File: config.mk
export PLATFORM = sky130hd
export DESIGN_NAME = decimal_seven_segment_i2c_writer
export DESIGN_NICKNAME = d
export VERILOG_FILES = /design/src/dsi2cw_pkg.sv /design/src/dsi2cw_digits.sv /design/src/decimal_seven_segment_i2c_writer.sv
export SDC_FILE = /design/constraint.sdc
export NUM_CORES = 1
export LEC_CHECK = 0
export ABC_AREA = 1
export BUFFER_PORTS_ARGS = -buffer_cell sky130_fd_sc_hd__buf_2
export CORE_UTILIZATION = 25
export CTS_CLUSTER_DIAMETER = 30
export DETAILED_ROUTE_END_ITERATION = 8
export GPL_ROUTABILITY_DRIVEN = 0
export PLACE_DENSITY = 0.41
export SETUP_SLACK_MARGIN = 0.1
export SYNTH_ARGS = -nofsm -noshare
export SYNTH_HDL_FRONTEND = slang
export SYNTH_HIERARCHICAL = 1
export SYNTH_SLANG_ARGS = --single-unit
File: constraint.sdc
create_clock -name clk -period 7.7 [get_ports clk]
set_input_delay 0.77 -clock clk [delete_from_list [all_inputs] [get_ports clk]]
set_output_delay 0.77 -clock clk [all_outputs]
set_load 0.05 [all_outputs]
File: src/dsi2cw_pkg.sv
// Shared types, codes and constants for the decimal seven-segment display writer.
`timescale 1ns / 1ps

package dsi2cw_pkg;

  localparam int NumDigits = 4;

  // Input item actions.
  localparam logic [1:0] ACT_VALUE = 2'd0;
  localparam logic [1:0] ACT_DONE  = 2'd1;
  localparam logic [1:0] ACT_TICK  = 2'd2;

  // Result commands.
  localparam logic [1:0] CMD_START = 2'd0;
  localparam logic [1:0] CMD_SEND  = 2'd1;
  localparam logic [1:0] CMD_STOP  = 2'd2;
  localparam logic [1:0] CMD_ABORT = 2'd3;

  // Error codes.
  localparam logic [2:0] ERR_NONE    = 3'd0;
  localparam logic [2:0] ERR_TIMEOUT = 3'd1;
  localparam logic [2:0] ERR_START   = 3'd2;
  localparam logic [2:0] ERR_ADDR    = 3'd3;
  localparam logic [2:0] ERR_DATA    = 3'd4;

  // Configuration register indexes.
  localparam logic [1:0] REG_TIMEOUT = 2'd0;
  localparam logic [1:0] REG_ADDRESS = 2'd1;
  localparam logic [1:0] REG_CONTROL = 2'd2;

  localparam logic [15:0] TIMEOUT_RESET = 16'd10000;
  localparam logic [7:0]  ADDRESS_RESET = 8'h70;
  localparam logic [7:0]  CONTROL_RESET = 8'h27;

  // Bus status checking: only the top five bits are compared.
  localparam logic [7:0] STATUS_MASK = 8'hF8;
  localparam logic [7:0] ST_START_OK = 8'h08;
  localparam logic [7:0] ST_ADDR_ACK = 8'h18;
  localparam logic [7:0] ST_DATA_ACK = 8'h28;

  localparam logic [7:0]  SUBADDRESS = 8'h00;
  localparam logic [7:0]  SEG_MINUS  = 8'h40;
  localparam logic [15:0] MAX_SHOWN  = 16'd9999;

  typedef logic [NumDigits-1:0][7:0] seg_bytes_t;

  typedef struct packed {
    logic [1:0]  action;
    logic [15:0] value;
    logic [7:0]  bus_status;
  } in_item_t;

  typedef struct packed {
    logic [1:0] command;
    logic [7:0] tx_byte;
    logic [2:0] error_code;
  } out_item_t;

  // Seven-segment pattern of one decimal digit.
  function automatic logic [7:0] seg_of(input logic [3:0] digit);
    logic [7:0] pattern;
    case (digit)
      4'd0: pattern = 8'h3F;
      4'd1: pattern = 8'h06;
      4'd2: pattern = 8'h5B;
      4'd3: pattern = 8'h4F;
      4'd4: pattern = 8'h66;
      4'd5: pattern = 8'h6D;
      4'd6: pattern = 8'h7D;
      4'd7: pattern = 8'h07;
      4'd8: pattern = 8'h7F;
      4'd9: pattern = 8'h6F;
      default: pattern = 8'h00;
    endcase
    return pattern;
  endfunction

endpackage

File: src/dsi2cw_digits.sv
// Decimal digit split and seven-segment encoding in display wiring order.
`timescale 1ns / 1ps

module dsi2cw_digits import dsi2cw_pkg::*; (
  input  logic [15:0] value,
  output seg_bytes_t  segs
);

  logic [13:0] v;
  logic [29:0] prod_10;
  logic [29:0] prod_100;
  logic [29:0] prod_1000;
  logic [9:0]  tens_all;
  logic [6:0]  hund_all;
  logic [3:0]  thou;
  logic [13:0] units_w;
  logic [9:0]  tens_w;
  logic [6:0]  hund_w;

  // Below 10000 the value fits in 14 bits. Each quotient comes from its own
  // reciprocal multiply, exact over 0..9999.
  assign v         = value[13:0];
  assign prod_10   = 30'(v) * 30'd52429;
  assign prod_100  = 30'(v) * 30'd5243;
  assign prod_1000 = 30'(v) * 30'd8389;
  assign tens_all  = prod_10[28:19];
  assign hund_all  = prod_100[25:19];
  assign thou      = prod_1000[26:23];

  // Remainders by subtracting ten times the next quotient (shift and add).
  assign units_w = v - ((14'(tens_all) << 3) + (14'(tens_all) << 1));
  assign tens_w  = tens_all - ((10'(hund_all) << 3) + (10'(hund_all) << 1));
  assign hund_w  = hund_all - ((7'(thou) << 3) + (7'(thou) << 1));

  always_comb begin
    if (value > MAX_SHOWN) begin
      segs = {NumDigits{SEG_MINUS}};
    end else begin
      segs[0] = seg_of(units_w[3:0]);
      segs[1] = seg_of(hund_w[3:0]);
      segs[2] = seg_of(tens_w[3:0]);
      segs[3] = seg_of(thou);
    end
  end

endmodule

File: src/decimal_seven_segment_i2c_writer.sv
// Top level: event-driven sequencer that writes a decimal value to a display over I2C.
`timescale 1ns / 1ps
//
//   Channel  Handshake               Payload       Role
//   in       in_valid / in_stall     in_data       value, bus completion or tick
//   out      out_valid / out_stall   out_data      bus command for the I2C master
//   cfg      cfg_write               cfg_index     timeout, address, control byte
//                                    cfg_data
//
// An item can be accepted every cycle that in_stall is low. The sequencer evaluates
// it from the input register and writes its result (if any) into a two-entry output
// queue once that queue has a free slot; the queue head drives the output port.
// The input side stalls only when the output queue is full with an item waiting.
// Reset (synchronous, active high) idles the sequencer, empties both stages and
// loads the configuration registers with their defaults.

module decimal_seven_segment_i2c_writer import dsi2cw_pkg::*; (
  input  logic      clk,
  input  logic      rst,
  input  logic      in_valid,
  output logic      in_stall,
  input  in_item_t  in_data,
  output logic      out_valid,
  input  logic      out_stall,
  output out_item_t out_data,
  input  logic      cfg_write,
  input  logic [1:0] cfg_index,
  input  logic [15:0] cfg_data
);

  typedef enum logic [2:0] {
    PH_IDLE,
    PH_START,
    PH_ADDR,
    PH_SUB,
    PH_CTRL,
    PH_DATA
  } phase_t;

  // Configuration registers.
  logic [15:0] timeout_limit;
  logic [7:0]  device_address;
  logic [7:0]  control_byte;

  // Input register.
  logic     in_held;
  in_item_t in_r;

  // Sequencer state.
  phase_t     phase, phase_next;
  logic [1:0] digit_pointer, digit_pointer_next;
  logic [15:0] wait_counter, wait_counter_next;
  seg_bytes_t segment_bytes;
  logic       seg_load;
  seg_bytes_t seg_new;

  // Output queue: head entry drives the port, second entry is the skid slot.
  out_item_t q_head, q_tail;
  logic [1:0] q_count;

  logic      go;
  logic      res_valid;
  out_item_t res;
  logic      accept;
  logic      pop;
  logic [7:0] status;
  logic [15:0] wait_inc;
  logic [1:0] ptr_inc;

  dsi2cw_digits u_digits (
    .value (in_r.value),
    .segs  (seg_new)
  );

  // The held item is evaluated whenever the queue has a free slot. The slot
  // count is registered, so there is no path from out_stall to in_stall.
  assign go       = in_held && (q_count != 2'd2);
  assign in_stall = in_held && !go;
  assign accept   = in_valid && !in_stall;

  assign out_valid = (q_count != 2'd0);
  assign out_data  = q_head;
  assign pop       = out_valid && !out_stall;

  assign status   = in_r.bus_status & STATUS_MASK;
  assign wait_inc = (wait_counter == 16'hFFFF) ? wait_counter : wait_counter + 16'd1;
  assign ptr_inc  = digit_pointer + 2'd1;

  always_comb begin
    phase_next         = phase;
    digit_pointer_next = digit_pointer;
    wait_counter_next  = wait_counter;
    seg_load           = 1'b0;
    res_valid          = 1'b0;
    res                = '{command: CMD_SEND, tx_byte: 8'h00, error_code: ERR_NONE};

    case (in_r.action)
      ACT_VALUE: begin
        if (phase == PH_IDLE) begin
          seg_load           = 1'b1;
          digit_pointer_next = 2'd0;
          wait_counter_next  = 16'd0;
          phase_next         = PH_START;
          res_valid          = 1'b1;
          res.command        = CMD_START;
        end
      end
      ACT_DONE: begin
        if (phase != PH_IDLE) begin
          res_valid         = 1'b1;
          wait_counter_next = 16'd0;
          case (phase)
            PH_START: begin
              if (status != ST_START_OK) begin
                res.error_code = ERR_START;
              end else begin
                phase_next  = PH_ADDR;
                res.tx_byte = device_address;
              end
            end
            PH_ADDR: begin
              if (status != ST_ADDR_ACK) begin
                res.error_code = ERR_ADDR;
              end else begin
                phase_next  = PH_SUB;
                res.tx_byte = SUBADDRESS;
              end
            end
            PH_SUB: begin
              if (status != ST_DATA_ACK) begin
                res.error_code = ERR_DATA;
              end else begin
                phase_next  = PH_CTRL;
                res.tx_byte = control_byte;
              end
            end
            PH_CTRL: begin
              if (status != ST_DATA_ACK) begin
                res.error_code = ERR_DATA;
              end else begin
                phase_next         = PH_DATA;
                digit_pointer_next = 2'd0;
                res.tx_byte        = segment_bytes[0];
              end
            end
            default: begin
              // Segment bytes, units first; stop after the last one.
              if (status != ST_DATA_ACK) begin
                res.error_code = ERR_DATA;
              end else if (digit_pointer == 2'(NumDigits - 1)) begin
                phase_next         = PH_IDLE;
                digit_pointer_next = 2'd0;
                res.command        = CMD_STOP;
              end else begin
                digit_pointer_next = ptr_inc;
                res.tx_byte        = segment_bytes[ptr_inc];
              end
            end
          endcase
          if (res.error_code != ERR_NONE) begin
            phase_next  = PH_IDLE;
            res.command = CMD_ABORT;
          end
        end
      end
      ACT_TICK: begin
        if (phase != PH_IDLE) begin
          wait_counter_next = wait_inc;
          if (wait_inc >= timeout_limit) begin
            wait_counter_next = 16'd0;
            phase_next        = PH_IDLE;
            res_valid         = 1'b1;
            res.command       = CMD_ABORT;
            res.error_code    = ERR_TIMEOUT;
          end
        end
      end
      default: begin
      end
    endcase
  end

  always_ff @(posedge clk) begin
    if (rst) begin
      timeout_limit  <= TIMEOUT_RESET;
      device_address <= ADDRESS_RESET;
      control_byte   <= CONTROL_RESET;
      in_held        <= 1'b0;
      phase          <= PH_IDLE;
      digit_pointer  <= 2'd0;
      wait_counter   <= 16'd0;
      q_count        <= 2'd0;
    end else begin
      if (cfg_write) begin
        case (cfg_index)
          REG_TIMEOUT: timeout_limit  <= cfg_data;
          REG_ADDRESS: device_address <= cfg_data[7:0];
          REG_CONTROL: control_byte   <= cfg_data[7:0];
          default: begin
          end
        endcase
      end

      if (accept) begin
        in_held <= 1'b1;
      end else if (go) begin
        in_held <= 1'b0;
      end

      if (go) begin
        phase         <= phase_next;
        digit_pointer <= digit_pointer_next;
        wait_counter  <= wait_counter_next;
      end

      if (go && res_valid && !pop) begin
        q_count <= q_count + 2'd1;
      end else if (pop && !(go && res_valid)) begin
        q_count <= q_count - 2'd1;
      end
    end
  end

  // Payload registers: no reset needed.
  always_ff @(posedge clk) begin
    if (accept) begin
      in_r <= in_data;
    end
    if (go && seg_load) begin
      segment_bytes <= seg_new;
    end
    if (go && res_valid) begin
      if (pop) begin
        if (q_count == 2'd1) begin
          q_head <= res;
        end else begin
          q_head <= q_tail;
          q_tail <= res;
        end
      end else if (q_count == 2'd0) begin
        q_head <= res;
      end else begin
        q_tail <= res;
      end
    end else if (pop) begin
      q_head <= q_tail;
    end
  end

endmodule

### Word level (Yosys, flattened, before mapping)

Memory sizes are Yosys's and may differ from the RTL's. A register that Yosys moved wholly into a read port is not among the register bits.
Cells that the tools add are included.

| cells by class | value |
|---|---|
| muxes and demuxes | 69 |
| divide/modulo/power cells | 0 |
| bitwise logic cells | 0 |
| reductions and logical operators | 36 |
| magnitude comparators | 3 |
| shift operators | 0 |
| add/subtract/negate cells | 10 |
| equal/unequal tests | 29 |
| multiply operators | 3 |

Operator list:

| cell | count |
|---|---|
| 13-bit 2-to-1 mux | 9 |
| 16-bit 2-to-1 mux | 5 |
| 8-bit 2-to-1 mux | 6 |
| 16-bit case mux with 3 select lines | 1 |
| 11-bit case mux with 4 select lines | 1 |
| 3-bit 2-to-1 mux | 12 |
| 2-bit 2-to-1 mux | 14 |
| 14-bit by 14-bit multiplier with 27-bit output, second input constant | 1 |
| 14-bit by 13-bit multiplier with 23-bit output, second input constant | 1 |
| 14-bit by 16-bit multiplier with 23-bit output, second input constant | 1 |
| 11-bit 2-to-1 mux | 2 |
| 2-bit inequality test, second input constant | 9 |
| 16-bit by 1-bit adder with 16-bit output, second input constant | 1 |
| 8-bit binary-select mux with 2-bit select | 1 |
| 16-bit == test, second input constant | 1 |
| 16-bit greater-or-equal comparator | 1 |
| 16-bit by 14-bit > comparator with 1-bit output, second input constant | 1 |
| 4-bit inequality test, second input constant | 4 |
| 4-bit adder | 3 |
| 3-bit case mux with 4 select lines | 1 |
| 12-bit AND reduction | 1 |
| 2-bit nonzero test | 6 |
| 4-bit subtractor | 3 |
| 1-bit 2-to-1 mux | 10 |
| other kinds (29) | 55 |

| storage, ports and cells | value |
|---|---|
| flip-flop bits (word level) | 140 |
| memories kept | 4 |
| bits in read-only memories | 448 |
| memory bits (writable) | 0 |
| word-level logic and storage cells | 175 |
| latch bits | 0 |
| output and inout port bits | 15 |
| input bits | 49 |

Memory list:

| name | words | bits a word | rd ports | clocked after memory_dff | write ports | line | source |
|---|---|---|---|---|---|---|---|
| (no name shown) | 16 | 7 | 1 | 1 | 0 | dsi2cw_pkg.sv:62 | `case (digit)` |
| (no name shown) | 16 | 7 | 1 | 1 | 0 | dsi2cw_pkg.sv:62 |  |
| (no name shown) | 16 | 7 | 1 | 1 | 0 | dsi2cw_pkg.sv:62 |  |
| (no name shown) | 16 | 7 | 1 | 1 | 0 | dsi2cw_pkg.sv:62 |  |

### Longest topological paths before layout

Gate-level depths: netlist of run 1.

| depth | value |
|---|---|
| depth after elaboration | 15 |
| mapped depth | 38 |
| gate-level depth less buffers | 38 |

### Modules after synthesis

The synthesis of run 1 kept the hierarchy.

Modules (own cells, without submodules):

| module | area an instance (um^2) | cells each | sequential area each (um^2) | instances |
|---|---|---|---|---|
| dsi2cw_digits | 10103.4 | 1346 | 0.0 | 1 |
| decimal_seven_segment_i2c_writer | 6548.8 | 728 | 3553.4 | 1 |

### Worst setup path before layout of run 1

Ideal clock, no wire load.

| path | value |
|---|---|
| path kind | flip-flop to flip-flop |
| from | reg in_r[20] (netlist bit) |
| to | reg segment_bytes[5] (netlist bit) (data pin) |
| arrival | 6.176 ns |
| path slack | 1.270 ns |
| setup time | 0.254 ns |
| path buffers | 1 |
| stages on the path, launching flop included | 30 |
| clock period less this slack | 6.430 ns |
| required time | 7.446 ns |
| cells stage by stage | edfxtp_1 > buf_2 > inv_1 > ha_1 > fa_1 > fa_1 > fa_1 > inv_1 > fa_1 > inv_1 > fa_1 > inv_1 > ha_1 > nand2_1 > inv_1 > nand2_1 > nor2_2 > nand4_1 > nand3_1 > nand2_1 > nand2_2 > inv_1 > ha_1 > inv_1 > or2_2 > nand2_1 > inv_1 > or2_2 > a21oi_1 > nor2_1 |

| between the ends | value |
|---|---|
| word-level cells in the longest chain between the ends | 3 |
| elaborated cells on any way between the ends | 4 |
| classes of those cells | add/sub (2); mul (1); order compare (1) |

RTL lines:

| what | line | source |
|---|---|---|
| from (decl) | decimal_seven_segment_i2c_writer.sv:47 | `in_item_t in_r;` |
| from (signal assigned) | decimal_seven_segment_i2c_writer.sv:227 | `in_r <= in_data;` |
| 14-bit by 16-bit multiplier with 23-bit output | dsi2cw_digits.sv:23 | `assign prod_10 = 30'(v) * 30'd52429;` |
| 4-bit adder | dsi2cw_digits.sv:31 | `assign units_w = v - ((14'(tens_all) << 3) + (14'(tens_all) << 1));` |
| 4-bit subtractor | dsi2cw_digits.sv:31 |  |
| to (decl) | decimal_seven_segment_i2c_writer.sv:53 | `seg_bytes_t segment_bytes;` |

Parallel ways exist; a longest one is shown, timed or not.
A chain may end at the register's enable or synchronous reset.

### Worst setup path after layout of run 1

| path | value |
|---|---|
| from | reg in_r[18] (netlist bit) |
| to | reg segment_bytes[20] (netlist bit) (data pin) |

| between the ends | value |
|---|---|
| word-level cells in the longest chain between the ends | 3 |
| elaborated cells on any way between the ends | 5 |
| classes of those cells | add/sub (2); mul (2); order compare (1) |

RTL lines:

| what | line | source |
|---|---|---|
| 14-bit by 13-bit multiplier with 23-bit output | dsi2cw_digits.sv:24 | `assign prod_100 = 30'(v) * 30'd5243;` |
| 4-bit adder | dsi2cw_digits.sv:32 | `assign tens_w = tens_all - ((10'(hund_all) << 3) + (10'(hund_all) << 1));` |
| 4-bit subtractor | dsi2cw_digits.sv:32 |  |

Parallel ways exist; a longest one is shown, timed or not.

==> results of run 1 <==
[through the flow]
stage,setup WS (ns),cells,utilization,hold WS (ns)
floorplan,1.27,2077,-,0.425
global placement,0.739,2998,0.274,0.454
detailed placement,0.706,2998,0.274,0.460
CTS,0.673,3030,0.283,0.419
global route,0.181,3030,0.283,0.445
finish,0.710,3030,0.283,0.461
[final cells by class]
type                            instances  share of cell area
Tap cell                              864              0.0580
Inverter                              487              0.0980
Timing Repair Buffer                   79              0.0237
Clock buffer                           21              0.0253
Multi-Input combinational cell       1431               0.599
Sequential cell                       137               0.190
Clock inverter                         11             0.00584
[cell families after synthesis]
logic type	Yosys count
other	1
AOI/OAI and AO/OA	258
and+or+nand+nor	727
xor gates and xnor gates	25
buffers and inverters	509
adders and majority gates	417
DFF	137
[path summary, 6_finish.rpt]
path / start / endpoint / depth (start not counted)
worst max-delay path: in_r[18]$_DFFE_PP_ / segment_bytes[20]$_DFFE_PP_ / 32
worst min-delay path: device_address[3]$_SDFFE_PP0P_ / device_address[3]$_SDFFE_PP0P_ / 2
worst max register to register: in_r[18]$_DFFE_PP_ / segment_bytes[20]$_DFFE_PP_ / 32
worst min register to register: device_address[3]$_SDFFE_PP0P_ / device_address[3]$_SDFFE_PP0P_ / 2
[worst max-delay path: cells and delay by family (launching register included)]
kind	cells	cell delay, ns
AO/OA/AOI/OAI	3	0.82
buffers and inverters	4	0.26
flip-flops	1	0.77
adder cells (fa/ha/maj)	8	2.81
XOR/XNOR	2	0.38
AND/OR/NAND/NOR	15	1.70
[per-layer routing]
layer  track usage  vias up  routed length [um]
li1              -     6727                   -
met1         0.188     6148               22400
met2         0.230      156               20900
met3        0.0199       32                1120
met4        0.0297        0                 516
met5             0        -                   0
[flip-flops by register name, indices dropped and copies added (netlist names), 3 cells and up]
| name | cells |
|---|---|
| phase | 3 |
| q_tail | 13 |
| device_address | 8 |
| segment_bytes | 32 |
| in_r | 23 |
| wait_counter | 16 |
| out_data | 13 |
| control_byte | 8 |
| timeout_limit | 16 |
[placed cells by master (no fill, tap or decap), types with 14 or more instances in the layout]
| cell | n |
|---|---|
| o21ai_0 | 88 |
| nor2_1 | 131 |
| nand4_1 | 26 |
| o211ai_1 | 14 |
| clkbuf_16 | 18 |
| buf_2 | 60 |
| fa_1 | 131 |
| a21oi_1 | 101 |
| nand2_2 | 33 |
| xor2_1 | 17 |
| nand2_1 | 401 |
| edfxtp_1 | 81 |
| ha_1 | 286 |
| buf_4 | 19 |
| dfxtp_1 | 56 |
| inv_1 | 482 |
| nand3_1 | 72 |
==> impl_metrics.toml, run 1 <==
[setup_path]
cp.arrival_ns = 7.20
critPathKind = "reg2reg"
crit_required_ns = 7.91
start_kind = "flip-flop"
endpoint_kind = "flip-flop"
crit_fanout = 10
max_stage_delay_ns = 0.77
r2r_slack_ns = 0.71
crit_slowest_cell = "edfxtp_1"
crit_path_frequent_cell = "ha_1"

[yosys]
synth_adder_area_share = 0.372
seq_area_frac_synth = 0.213
ys_top_cells_by_count = "inv_1, nand2_1, ha_1"
yosys.area_share.xor_xnor = 0.0136
synth_cell_types = 54
synth_top_area_cell = "ha_1"
synth_top_area_share = 0.215
synthMuxAreaShare = 0
synth_cells = 2074
synth_seq_cells = 137
ys_dominant_reg_cell = "edfxtp_1"
synth_compound_area_frac = 0.0884
synth_top_family_by_area = "adder cells"
netlist_area_um2 = 16700
synth.avg_cell_area_um2 = 8.03
yosys-top-cells-area = "ha_1, fa_1, edfxtp_1"
synth_most_common_cell = "inv_1"
async_flop_share = 0
synth_edf_count = 81
yosysWarningCount = 6
synthSimpleGateAreaFrac = 0.195

[sta]
fin_crit_ns = 6.99
finalSetupViolations = 0
rsz0062_at_grt = "false"
finClkSkew_ns = 0.0219
max_freq_mhz = 143
slew_headroom = 0.290
finalMaxSlewViolations = 0
hold_violations = 0
final.setup.tns_ns = 0
finalCritPeriodShare = 0.908
worst_pin_slew_ns = 1.06

[cts]
cts_max_path_buffers = 2
numCtsBuffers = 17
clock-sinks = 137
cts_resized = 0
cts_tree = "done"
h-tree-depth = 4
clock-root-buffer = "clkbuf_16"
hold_buffers = 0
path_clk_slew_ns = 0.07
worstSkewPairLatency_ns = 0.47
cts_setup_buffers = 0

[detailed_routing]
postRouteAntennaNets = 0
drc = 0
viasPerCell = 4.31
via_count = 13063
wl_per_cell_um = 14.9
drtPass1Iterations = 5
routed_wl_um = 45000
first_iter_violations = 544

[placed_design]
place_hpwl_um = 38200
placed_area_um2 = 18100
port_buffers = 60

[status]
status = "finished, final reports clean"

[global_route]
grt_start_max_net_pins = 38
grt_pass1_wl_um = 71500
antenna_found_initial = 0
grt_pass1_vias = 13162
overflow = 0
grt.total_usage = 0.138

[hold_path]
min_path_type = "reg2reg"

[floorplan]
die_area_um2 = 67600
die_h_um = 260
die_w_um = 260
num_io_pins = 64
rows = 94
core_um2 = 65900
start_util = 0.253

[final_layout]
nNetsFinal = 2619
final_area_um2 = 18700
multi_input_area_um2 = 11200
seqCellArea_um2 = 3550
diodes = 0
area_growth_pct = 12.0
drive_gt1_frac = 0.0914
nFillCells = 7159

[run]
cap_violations = 0
Power of run 1 is left out: the tool's default activity adds up to more than one toggle a clock period on the data nets, which glitch-free logic cannot reach.
==> run 2: changes to the inputs <==
--- a/config.mk
+++ b/config.mk
@@ -6,11 +6,12 @@
 export NUM_CORES = 1
 export LEC_CHECK = 0
 export ABC_AREA = 1
-export BUFFER_PORTS_ARGS = -buffer_cell sky130_fd_sc_hd__buf_2
+export BUFFER_PORTS_ARGS = -buffer_cell sky130_fd_sc_hd__buf_4
 export CORE_UTILIZATION = 25
 export CTS_CLUSTER_DIAMETER = 30
 export DETAILED_ROUTE_END_ITERATION = 8
 export GPL_ROUTABILITY_DRIVEN = 0
+export HOLD_SLACK_MARGIN = 0.02
 export PLACE_DENSITY = 0.41
 export SETUP_SLACK_MARGIN = 0.1
 export SYNTH_ARGS = -nofsm -noshare
==> run 2 against run 1 <==
- setup slack gained 0.043 ns
- critical endpoint is now segment_bytes[21]$_DFFE_PP_
- critical path depth stayed put
- fmax is 0.61% higher
- highest routed layer unchanged
- count of clock-buffer cells in the layout is 3 lower
- global-route usage hardly changed
- non-clock buffer count rose by 1
- register-to-register slack improved by 0.04 ns
- die area unchanged
- critical path type unchanged
- core utilization is 0.23 points higher
==> impl_metrics.toml, run 2 (synthesis gave the netlist of run 1 again) <==
[status]
status = "finished, final reports clean"

[final_layout]
diodes = 0
area_growth_pct = 12.9
drive_gt1_frac = 0.0928
reg.largest.list = "segment_bytes x32, in_r x23"
largest_register_ffs = 32
final_common_cell = "inv_1"
final_cell_mix = "inv_1, nand2_1, ha_1, nor2_1, fa_1"
final_area_um2 = 18800
regMostFlops = "segment_bytes"
nNetsFinal = 2620

[floorplan]
die_h_um = 260
core_um2 = 65900
rows = 94
die_area_um2 = 67600
start_util = 0.253
die_w_um = 260
num_io_pins = 64

[sta]
final.setup.tns_ns = 0
finClkSkew_ns = 0.0266
finalSetupViolations = 0
finalMaxSlewViolations = 0
rsz0062_at_grt = "false"
slew_headroom = 0.290
worst_pin_slew_ns = 1.06
finalCritPeriodShare = 0.902
fin_crit_ns = 6.95
hold_violations = 0
whs_ns = 0.460
max_freq_mhz = 144

[detailed_routing]
via_count = 12944
viasPerCell = 4.27
postRouteAntennaNets = 0
drc = 0
wl_per_cell_um = 14.7
drtPass1Iterations = 5
first_iter_violations = 464
routed_wl_um = 44600

[cts]
clock-root-buffer = "clkbuf_16"
worstSkewPairLatency_ns = 0.48
hold_buffers = 0
cts_max_path_buffers = 2
numCtsBuffers = 17
h-tree-depth = 4
cts_resized = 0
cts_setup_buffers = 0
cts_tree = "done"
path_clk_slew_ns = 0.09
clock-sinks = 137

[setup_path]
endpoint_kind = "flip-flop"
max_stage_delay_ns = 0.76
start_kind = "flip-flop"
crit_required_ns = 7.91
crit_slowest_cell = "edfxtp_1"
critPathKind = "reg2reg"
cp.arrival_ns = 7.16
crit_fanout = 10
crit_path_frequent_cell = "ha_1"

[placed_design]
placed_area_um2 = 18200
place_hpwl_um = 38000
port_buffers = 60

[global_route]
antenna_found_initial = 0
grt_start_max_net_pins = 38
grt.total_usage = 0.138
grt_pass1_wl_um = 71100
overflow = 0
grt_pass1_vias = 13287

[hold_path]
min_path_type = "in2reg"

[run]
cap_violations = 0
==> run 2: cell types whose count changed in the layout (fill, tap and decap cells not counted), sizes merged <==
cell / before / now
bufinv: 1 / 0
clkbuf: 21 / 18
clkinv: 7 / 5
clkinvlp: 1 / 2
buf: 79 / 80
inv: 489 / 494
==> run 2: routing by layer <==
layer,track usage,wire length [um],vias to the layer above
li1,-,-,6713
met1,0.186,22500,6078
met2,0.231,20800,123
met3,0.0211,884,30
met4,0.0299,505,0
met5,0,0,-
==> run 2: metrics by stage <==
stage / instances / setup slack (ns) / util
3_3_place_gp: 2999 / 0.741 / 0.277
2_1_floorplan: 2077 / 1.27 / -
4_1_cts: 3031 / 0.696 / 0.286
3_5_place_dp: 2999 / 0.748 / 0.277
5_1_grt: 3031 / 0.182 / 0.286
6_report: 3031 / 0.752 / 0.286
==> run 2: cell type report <==
cell class / instances / area [um2]
Sequential cell: 137 / 3550
Tap cell: 864 / 1080
Fill cell: 7210 / 47100
Inverter: 487 / 1830
Multi-Input combinational cell: 1431 / 11200
Timing Repair Buffer: 80 / 601
Clock buffer: 18 / 450
Clock inverter: 14 / 125
==> run 2: worst paths after layout <==
check	start	end	slack [ns]	cells after the start
worst max-delay path	in_r[18]$_DFFE_PP_	segment_bytes[21]$_DFFE_PP_	0.75	32
worst min-delay path	in_data[12]	in_r[12]$_DFFE_PP_	0.46	1
worst max register to register	in_r[18]$_DFFE_PP_	segment_bytes[21]$_DFFE_PP_	0.75	32
worst min register to register	device_address[3]$_SDFFE_PP0P_	device_address[3]$_SDFFE_PP0P_	0.46	2
==> run 2: critical path, delay by kind of cell, from the launching register on <==
| kind | cells | cell delay, ns |
|---|---|---|
| compound gates | 3 | 0.79 |
| xor+xnor | 2 | 0.41 |
| fa+ha+maj | 8 | 2.84 |
| buf+inv | 4 | 0.27 |
| flops | 1 | 0.76 |
| simple gates | 15 | 1.61 |
Power of run 2 is left out for the same reason.
==> run 3: changes to the inputs <==
--- a/config.mk
+++ b/config.mk
@@ -16,5 +16,4 @@
 export SETUP_SLACK_MARGIN = 0.1
 export SYNTH_ARGS = -nofsm -noshare
 export SYNTH_HDL_FRONTEND = slang
-export SYNTH_HIERARCHICAL = 1
 export SYNTH_SLANG_ARGS = --single-unit
==> run 3 against run 2 <==
- first-iteration DRC count rose by 31%
- fmax increased by 3.2%
- cell count is 4.6% lower
- highest routed layer unchanged
- area after synthesis is 3.5% lower
- clock skew decreased by 0.0054 ns
- core utilization up 0.16 points
- global-route usage grew 0.11 points
- non-clock buffer count decreased by 1
- register-to-register slack improved by 0.21 ns
- setup slack improved by 0.21 ns
- wire length shrank 1.3%
==> impl_metrics.toml, run 3 <==
[yosys]
synth_edf_count = 77
synthMuxAreaShare = 0
synth_cell_types = 51
yosys-top-cells-area = "ha_1, fa_1, edfxtp_1"
async_flop_share = 0
synth_top_area_share = 0.225
synth_compound_area_frac = 0.0836
synth_top_family_by_area = "adder cells"
ys_dominant_reg_cell = "edfxtp_1"
ys_top_cells_by_count = "inv_1, ha_1, nand2_1"
synth_cells = 1956
syn_nets = 2426
synth_adder_area_share = 0.390
netlist_area_um2 = 16100
yosysWarningCount = 0
seq_area_frac_synth = 0.214
synthSimpleGateAreaFrac = 0.181
synth_seq_cells = 133
synth.avg_cell_area_um2 = 8.21
synth_most_common_cell = "inv_1"
yosys.area_share.xor_xnor = 0.0196
synth_top_area_cell = "ha_1"

[setup_path]
cp.arrival_ns = 6.90
regToRegStartpoint = "in_r[21]$_DFFE_PP_"
critPathKind = "reg2reg"
crit_fanout = 8
endpoint_kind = "flip-flop"
start_kind = "flip-flop"
cp-startpoint = "in_r[21]$_DFFE_PP_"
crit_required_ns = 7.87

[detailed_routing]
via_count = 12627
routed_wl_um = 44000
postRouteAntennaNets = 0
first_iter_violations = 607
wl_per_cell_um = 15.2
drtPass1Iterations = 5
viasPerCell = 4.37
drc = 0

[final_layout]
final_common_cell = "inv_1"
final_cell_mix = "inv_1, ha_1, nand2_1, nor2_1, fa_1"
largest_register_ffs = 28
area_growth_pct = 13.2
nFillCells = 6909
diodes = 0
nNetsFinal = 2503
regMostFlops = "segment_bytes"
drive_gt1_frac = 0.0865
fin_util = 0.287
reg.largest.list = "segment_bytes x28, in_r x23"

[cts]
h-tree-depth = 4
cts_setup_buffers = 0
worstSkewPairLatency_ns = 0.44
cts_resized = 0
path_clk_slew_ns = 0.07
cts_tree = "done"
clock-root-buffer = "clkbuf_16"
numCtsBuffers = 17
cts_max_path_buffers = 2
clock-sinks = 133
hold_buffers = 0

[status]
status = "finished, final reports clean"

[hold_path]
min-delay-start = "timeout_limit[3]$_SDFFE_PP0P_"
min_path_type = "reg2reg"

[global_route]
grt_pass1_vias = 12791
grt_start_max_net_pins = 35
grt_pass1_wl_um = 71100
grt.total_usage = 0.139
antenna_found_initial = 1
overflow = 0

[placed_design]
place_ws_ns = 0.983
port_buffers = 60
place_hpwl_um = 37800

[sta]
whs_ns = 0.473
worst_pin_slew_ns = 1.03
hold_violations = 0
max_freq_mhz = 148
rsz0062_at_grt = "false"
fin_crit_ns = 6.73
fin_ws_ns = 0.965
finalMaxSlewViolations = 0
finClkSkew_ns = 0.0213
slew_headroom = 0.312
finalCritPeriodShare = 0.875
final.setup.tns_ns = 0
finalSetupViolations = 0

[floorplan]
die_h_um = 255
num_io_pins = 64
start_util = 0.254
die_area_um2 = 65300
die_w_um = 255
rows = 92
core_um2 = 63300

[run]
cap_violations = 0
==> run 3: cell types whose count changed after synthesis, sizes merged, moves of 6 or more <==
cell and change:
inv -29, nand3 +40, nand2 -135, o211ai -7
o22ai +8, o311ai -8, xnor2 +6, o22a -8
nor3 +12
==> run 3: through the flow <==
| step | area [um2] | cells |
|---|---|---|
| 2_1_floorplan | 16100 | 1956 |
| 3_3_place_gp | 17600 | 2860 |
| 3_5_place_dp | 17600 | 2860 |
| 4_1_cts | 18200 | 2892 |
| 5_1_grt | 18200 | 2892 |
| 6_report | 18200 | 2892 |
==> run 3: layout make-up <==
type	instances	area (um2)	share of cell area
inverter	458	1720	0.0946
timing repair buffer	79	593	0.0326
multi-input combinational	1344	10800	0.596
sequential	133	3430	0.189
clock buffer	18	429	0.0236
clock inverter	14	113	0.00619
tap	846	1060	0.0582
==> run 3: metal layers <==
| metal | GRT usage | vias to the layer above | share of wire | wire length (um) |
|---|---|---|---|---|
| li1 | - | 6410 | - | - |
| met1 | 0.197 | 6052 | 0.51 | 22500 |
| met2 | 0.227 | 127 | 0.46 | 20200 |
| met3 | 0.0158 | 38 | 0.018 | 781 |
| met4 | 0.0271 | 0 | 0.013 | 556 |
| met5 | 0 | - | 0 | 0 |
==> run 3: cells by family after synthesis <==
family,count (synthesis)
DFF,133
and+or+nand+nor,644
buffers and inverters,479
xor gates and xnor gates,32
adders and majority gates,421
AOI/OAI and AO/OA,247
==> run 3: path summary, 6_finish.rpt <==
kind	cells past startpoint	slack (ns)	to
min reg2reg	2	0.47	timeout_limit[3]$_SDFFE_PP0P_
max reg2reg	23	0.97	segment_bytes[6]$_SDFFCE_PN1P_
min	2	0.47	timeout_limit[3]$_SDFFE_PP0P_
max	23	0.97	segment_bytes[6]$_SDFFCE_PN1P_
==> run 3: worst max-delay path, stage by stage (launching register included) <==
cell and delay, ns:
edfxtp_1 0.59, ha_1 0.41, fa_1 0.65, fa_1 0.47, fa_1 0.57, inv_1 0.06, fa_1 0.50, inv_1 0.05
fa_1 0.49, inv_1 0.04, ha_1 0.32, a21oi_1 0.18, o21ai_0 0.10, a21oi_1 0.21, nand3_2 0.17, xor2_1 0.45
ha_1 0.25, xnor2_1 0.11, inv_1 0.06, or2_1 0.24, nand3_1 0.15, nand2_2 0.12, o21ai_0 0.18, nand2_1 0.07
Power of run 3 is left out for the same reason.
